===== src/rtl/ftc_divider.sv =====
// Pipelined restoring divider, one quotient bit per stage, with payload.
`timescale 1ns / 1ps

module ftc_divider #(
  parameter int NumW = 27,
  parameter int DenW = 11,
  parameter int PayW = 1
) (
  input  logic            clk_i,
  input  logic            rst_ni,
  input  logic            en_i,
  input  logic            valid_i,
  input  logic [NumW-1:0] num_i,
  input  logic [DenW-1:0] den_i,
  input  logic [PayW-1:0] pay_i,
  output logic            valid_o,
  output logic [NumW-1:0] quo_o,
  output logic [DenW-1:0] rem_o,
  output logic [PayW-1:0] pay_o
);

  logic            valid_q [NumW];
  logic [NumW-1:0] nq_q    [NumW];
  logic [DenW-1:0] rem_q   [NumW];
  logic [DenW-1:0] den_q   [NumW];
  logic [PayW-1:0] pay_q   [NumW];

  for (genvar k = 0; k < NumW; k++) begin : g_stage
    logic            v_in;
    logic [NumW-1:0] nq_in;
    logic [DenW-1:0] rem_in;
    logic [DenW-1:0] den_in;
    logic [PayW-1:0] pay_in;
    logic [DenW:0]   trial;
    logic [DenW:0]   diff;
    logic            ge;

    if (k == 0) begin : g_first
      assign v_in   = valid_i;
      assign nq_in  = num_i;
      assign rem_in = '0;
      assign den_in = den_i;
      assign pay_in = pay_i;
    end else begin : g_next
      assign v_in   = valid_q[k-1];
      assign nq_in  = nq_q[k-1];
      assign rem_in = rem_q[k-1];
      assign den_in = den_q[k-1];
      assign pay_in = pay_q[k-1];
    end

    // shift in the next dividend bit, subtract when it fits
    assign trial = {rem_in, nq_in[NumW-1]};
    assign diff  = trial - {1'b0, den_in};
    assign ge    = trial >= {1'b0, den_in};

    always_ff @(posedge clk_i or negedge rst_ni) begin
      if (!rst_ni) begin
        valid_q[k] <= 1'b0;
      end else if (en_i) begin
        valid_q[k] <= v_in;
      end
    end

    always_ff @(posedge clk_i) begin
      if (en_i) begin
        nq_q[k]  <= {nq_in[NumW-2:0], ge};
        rem_q[k] <= ge ? diff[DenW-1:0] : trial[DenW-1:0];
        den_q[k] <= den_in;
        pay_q[k] <= pay_in;
      end
    end
  end

  assign valid_o = valid_q[NumW-1];
  assign quo_o   = nq_q[NumW-1];
  assign rem_o   = rem_q[NumW-1];
  assign pay_o   = pay_q[NumW-1];

endmodule


===== config.mk =====
export PLATFORM = sky130hd
export DESIGN_NAME = ftc_divider
export DESIGN_NICKNAME = d
export VERILOG_FILES = /design/src/rtl/ftc_divider.sv
export SDC_FILE = /design/constraint.sdc
export NUM_CORES = 2
export LEC_CHECK = 0
export BUFFER_PORTS_ARGS = -buffer_cell sky130_fd_sc_hd__buf_2
export CAP_MARGIN = 10
export CORE_MARGIN = 4
export CORE_UTILIZATION = 40
export CTS_BUF_LIST = sky130_fd_sc_hd__clkbuf_8
export CTS_CLUSTER_DIAMETER = 80
export CTS_CLUSTER_SIZE = 30
export DETAILED_ROUTE_END_ITERATION = 12
export HOLD_SLACK_MARGIN = 0.12
export SYNTH_ARGS = -nofsm -noshare
export SYNTH_HDL_FRONTEND = slang
export SYNTH_SLANG_ARGS = --single-unit

===== constraint.sdc =====
create_clock -name clk_i -period 2.5 [get_ports clk_i]
set_clock_uncertainty 0.2 [all_clocks]
set_input_delay 0.625 -clock clk_i [delete_from_list [all_inputs] [get_ports clk_i]]
set_output_delay 0.625 -clock clk_i [all_outputs]
set_load 0.03 [all_outputs]

==> Word-level counts from Yosys, hierarchy flattened <==
Memories as Yosys holds them, arrays and structs flattened.
Index checks and enable logic that the tools add are counted.
{ "op_classes": {"n_mux": 29, "magnitude_cmp": 27, "n_bitwise": 0, "n_addsub": 27, "eq_ne": 0, "n_mul": 0, "reduce_logical": 0, "shift": 0, "div": 0} }
{ "ops": {"columns": ["operator", "n"], "rows": [
  ["greater-or-equal comparator 12 x 11 -> 1 bit", 26],
  ["2-to-1 mux 11 bit", 27],
  ["subtractor 11 bit", 26],
  ["greater-or-equal comparator 1 x 11 -> 1 bit", 1],
  ["subtractor 1 x 11 -> 11 bit", 1],
  ["2-to-1 mux 1 bit", 2]
]} }
{ "word_totals": {"word_cells": 114, "mem_count": 4, "input_bits": 43, "ramBits": 1350, "ff_bits": 27, "latchBits": 0, "mem_bits_ro": 0} }
{ "memory_table": {"columns": ["memory", "depth", "width", "read_ports", "rd_ports_with_merged_regs", "wr", "line", "text"], "rows": [
  ["nq_q", 27, 27, 27, 0, 27, "23", "logic [NumW-1:0] nq_q [NumW];"],
  ["den_q", 27, 11, 26, 0, 27, "25", "logic [DenW-1:0] den_q [NumW];"],
  ["rem_q", 27, 11, 27, 0, 27, "24", "logic [DenW-1:0] rem_q [NumW];"],
  ["pay_q", 27, 1, 27, 0, 27, "26", "logic [PayW-1:0] pay_q [NumW];"]
]} }

==> Depth between registers and ports, before layout <==
An unclocked memory read counts as a cell.
{ "depth": {"ltp_word": 3, "mapped_depth": 11, "mapped_depth_nobuf": 10} }

==> Worst setup path before layout <==
No wires, ideal clock.
{ "synth_timing": {"path_kind": "register to register", "startpoint": "memory den_q[18][0]", "endpoint": "memory rem_q[19][3] (data pin)", "slack_ns": -0.211, "t_arrival_ns": 2.249, "required_ns": 2.038, "path_buffers": 1, "path_stages_with_launch": 11, "period_less_slack_ns": 2.711, "path_cell_list": "edfxtp_1 > ha_1 > fa_1 > nor2b_1 > o21ai_1 > nand2b_1 > a41o_1 > a21oi_1 > o31ai_2 > buf_6 > mux2_1"} }
{ "synth_rtl": {"columns": ["element", "line"], "rows": [
  ["from (decl)", "25"],
  ["to (decl)", "24"]
]} }

==> key figures <==
STA
  – Final Hold Violating Endpoints: 0
  – Final setup margin: -0.277 ns
  – RSZ-0062 raised after global routing: yes
  – Final Critical Period: roughly 2.8 ns
  – Max-slew violation count: 0
  – # setup viols final: 251
  – Fin crit share: 1.11
  – Fmax achieved: approximately 360 MHz
  – Slew HR: 0.620
  – WHS: around 0.19 ns
  – Worst Max-Slew Pin Slew: 0.570 ns

Setup path
  – CP startpoint kind: flip-flop
  – Worst Path Required: 2.89 ns
  – Largest stage delay, worst path: ~0.46 ns
  – Reg2reg setup slack: -0.28 ns
  – Path depth of the worst reg2reg path: 10
  – Critical setup path kind: flip-flop to flip-flop
  – Worst-path fanout max: 10
  – CP Data Arrival Time: around 3.2 ns
  – CP top delay family: adder cells
  – CP Capture Type: flip-flop
  – R2R Path Start: den_q[22][0]
  – CP Buf/Inv Count: 1
  – Slowest stage cell, crit path: edfxtp_1
  – Critical path origin: den_q[22][0]
  – Critical R2R Capture: rem_q[23][10]
  – CP Depth: 10
  – Crit-path cells: ha_2 > fa_2 > nor2b_1 > o21ai_1 > nand2b_1 > a41o_1 > a21oi_2 > o31ai_2 > buf_6 > mux2_2

Die
  – DIE AREA: 152000 sq um
  – Core Area: ~140000 sq um
  – IO Pins: 83
  – Initial core utilization: 0.405
  – Die Y: 390 microns
  – Rows: around 140
  – Die width: 390 microns

Global route
  – Wire length of the first global-routing pass: 159 mm
  – Initial antenna violation count: 3
  – Number of global-route vias before repair: approximately 31000
  – Global Route Usage Sum: 0.127
  – Largest net degree at the start of global routing: 95
  – Congestion Overflow GR: 0

Power
  – Combinational fraction of design power: 0.409
  – VDD IR max: 0.465 mV
  – Leak pwr: ~27 nW
  – Internal power: 0.0515 W
  – Pwr Total: 0.0752 W
  – Switching Fraction: 0.316
  – Switching pwr: approximately 0.024 W
  – Power share of the clock group: 0.159
  – Pwr/cell area: roughly 1100 nW/um^2
  – Flop pwr share: 0.432

CTS
  – CTS clk-pin slew, worst paths: 0.16 ns
  – Root Driver: clkbuf_8
  – Clk sink count: between 1000 and 1500
  – TritonCTS Buffers: 79
  – CTS tree: built
  – Clock Latency Late Sink: about 0.83 ns
  – Clock buffer depth: 3
  – CTS H-tree lvls: 3

Synthesis
  – Flops & latches, synth: 1366
  – Mapped Cells: 3751
  – Yosys warns: 0
  – Post-Synthesis Cell Area: between 50000 and 60000 sq um
  – Post-Syn Area per Cell: approximately 16 sq um
  – Synth cell types: 72
  – Sequential fraction of the synthesis area: 0.700
  – Number of synthesized flops with an enable pin: ~1300
  – Synthesized net count: 4108
  – Ys async rst share: 0.0198
  – Ys flop type: edfxtp_1

Placed design
  – Cell count after placement: a little over 6000
  – RePlAce Congestion: between 0.8 and 0.9
  – DPL Wire Length: approximately 66 mm
  – Port-buffer cells: 82

Detailed routing
  – Wire per inst: 15.3 microns
  – Pre-antenna DRT Iters: 5
  – First DRT Iteration DRCs: 1719
  – Routed vias/inst: approximately 5
  – Final ANT Viol Nets: 0
  – Post-Route WL: slightly below 100 mm
  – Residual DRC: 0
  – Via count: 31059

Status
  – Failing checks: negative setup slack
  – Status: finished with violations

Run
  – Max Cap Violations: 0

Hold path
  – Hold Path Stages: 0
  – Hold WC Path Type: flip-flop to flip-flop
  – Hold EP: nq_q[21][21]
  – HP Start: nq_q[20][20]

Layout
  – Cell Count, Final, Fillers Out: around 6400
  – # fillers: between 10000 and 15000
  – Fraction of layout cells with a size suffix above 1: 0.261
  – Fin nets: between 4000 and 5000
  – Synth-to-layout area growth: 18.6%
## cell families (layout without fill, tap and decap cells)
group,after synthesis,count (layout),share of synthesized area
flip-flops,1366,1366,0.700
AO/OA/AOI/OAI,651,651,0.0718
AND/OR/NAND/NOR,556,556,0.0458
buffers and inverters,397,1128,0.0282
adder cells (fa/ha/maj),314,314,0.0706
multiplexers,289,289,0.0573
XOR/XNOR,178,178,0.0267
other,0,4,0
## stage by stage
step	cell area [sq um]	worst slack [ns]	TNS, ns	utilization
after floorplan	58700	-0.101	-8.87	-
after detailed placement	64300	-0.555	-29.61	0.446
final	69300	-0.277	-31.46	0.480
after global routing	69300	-0.398	-64.72	0.480
after global placement	64300	-0.493	-22.89	0.446
after CTS	68200	-0.300	-32.41	0.472
## layout make-up
cell class | count | area (sq um) | area share
antenna | 4 | 10.0 | 0.000144
clock buffer | 84 | 1160 | 0.0167
inverter | 362 | 1360 | 0.0196
multi-input combinational | 1988 | 17300 | 0.250
sequential | 1366 | 40900 | 0.590
tap | 1903 | 2380 | 0.0344
timing repair buffer | 626 | 5380 | 0.0777
clock inverter | 56 | 810 | 0.0117
## synthesized netlist by cell type (all sizes together), types with 25 or more instances
cell type / instances / area [sq um]
o211ai: 36 / 275
ha: 288 / 3600
nand3b: 25 / 188
nand2: 167 / 627
xnor2: 138 / 1210
mux2: 237 / 2830
nor2: 162 / 608
buf: 27 / 260
fa: 26 / 521
a21oi: 224 / 1130
a21o: 47 / 353
o21ai: 170 / 888
nor2b: 50 / 320
xor2: 40 / 350
mux2i: 52 / 521
nand3: 30 / 150
nand2b: 35 / 224
edfxtp: 1339 / 40200
inv: 362 / 1360
dfrtp: 27 / 676
## flip-flops by register name (all words and copies together), names as in the netlist
name,count
g_stage.v_in,26
den_q,286
nq_q,729
valid_o,1
pay_q,27
rem_q,297
## layer usage
| layer | share of wire | vias to the layer above | track usage |
|---|---|---|---|
| met5 | 0.00013 | - | 0 |
| met4 | 0.023 | 2 | 0.0324 |
| met3 | 0.028 | 138 | 0.0215 |
| met2 | 0.50 | 304 | 0.224 |
| met1 | 0.45 | 15216 | 0.162 |
| li1 | - | 15399 | - |
## worst max-delay path by stage
stage                     slack [ns]       endpoint
after global routing           -0.40   rem_q[23][7]
final                          -0.28  rem_q[23][10]
after detailed placement       -0.56   rem_q[12][1]
after CTS                      -0.30   rem_q[23][7]
after floorplan                -0.10   rem_q[19][3]
after global placement         -0.49   rem_q[12][1]
## worst reg2reg max path: stages (launching register included)
cell	delay [ns]
edfxtp_1	0.46
ha_2	0.22
fa_2	0.34
nor2b_1	0.13
o21ai_1	0.07
nand2b_1	0.11
a41o_1	0.15
a21oi_2	0.09
o31ai_2	0.22
buf_6	0.19
mux2_2	0.35
## power by group through the flow
stage	combinational (W)	sequential (W)	clock, W
after floorplan	0.0192	0.0323	0
after global placement	0.0258	0.0330	0
after detailed placement	0.0263	0.0330	0
after CTS	0.0290	0.0325	0.0127
after global routing	0.0338	0.0329	0.0135
final	0.0308	0.0325	0.0120
## cells in the final DEF, fill, tap and decap left out, types with 16 or more instances in the layout
cell,instances
edfxtp_1,1339
buf_4,388
inv_1,347
ha_1,256
mux2_4,201
a21oi_1,181
nand2_1,158
nor2_1,156
xnor2_1,138
o21ai_0,113
clkbuf_8,84
buf_2,81
buf_6,75
a21o_1,47
mux2i_1,46
dlygate4sd3_1,43
nor2b_1,41
a21oi_2,40
xor2_1,40
o211ai_1,35
nand2b_1,33
buf_12,33
nand3_1,30
mux2_2,29
o21ai_2,27
o21ai_1,27
dfrtp_1,27
fa_2,26
nand3b_1,25
o21a_1,23
a41o_1,21
nor3_1,20
a211oi_1,18
nand4_1,17
ha_2,17
a31oi_1,16
and3_1,16
## what timing repair did
action | in CTS | in global routing
hold buffers | 44 | 0
endpoints found under the hold margin | 118 | 0
setup buffers | 89 | 50
pin swaps | 28 | 58
setup endpoints to repair | 275 | 298
resized for setup | 196 | 210
gates cloned | 10 | 9
No activity file was read; power rests on OpenSTA's default activity.
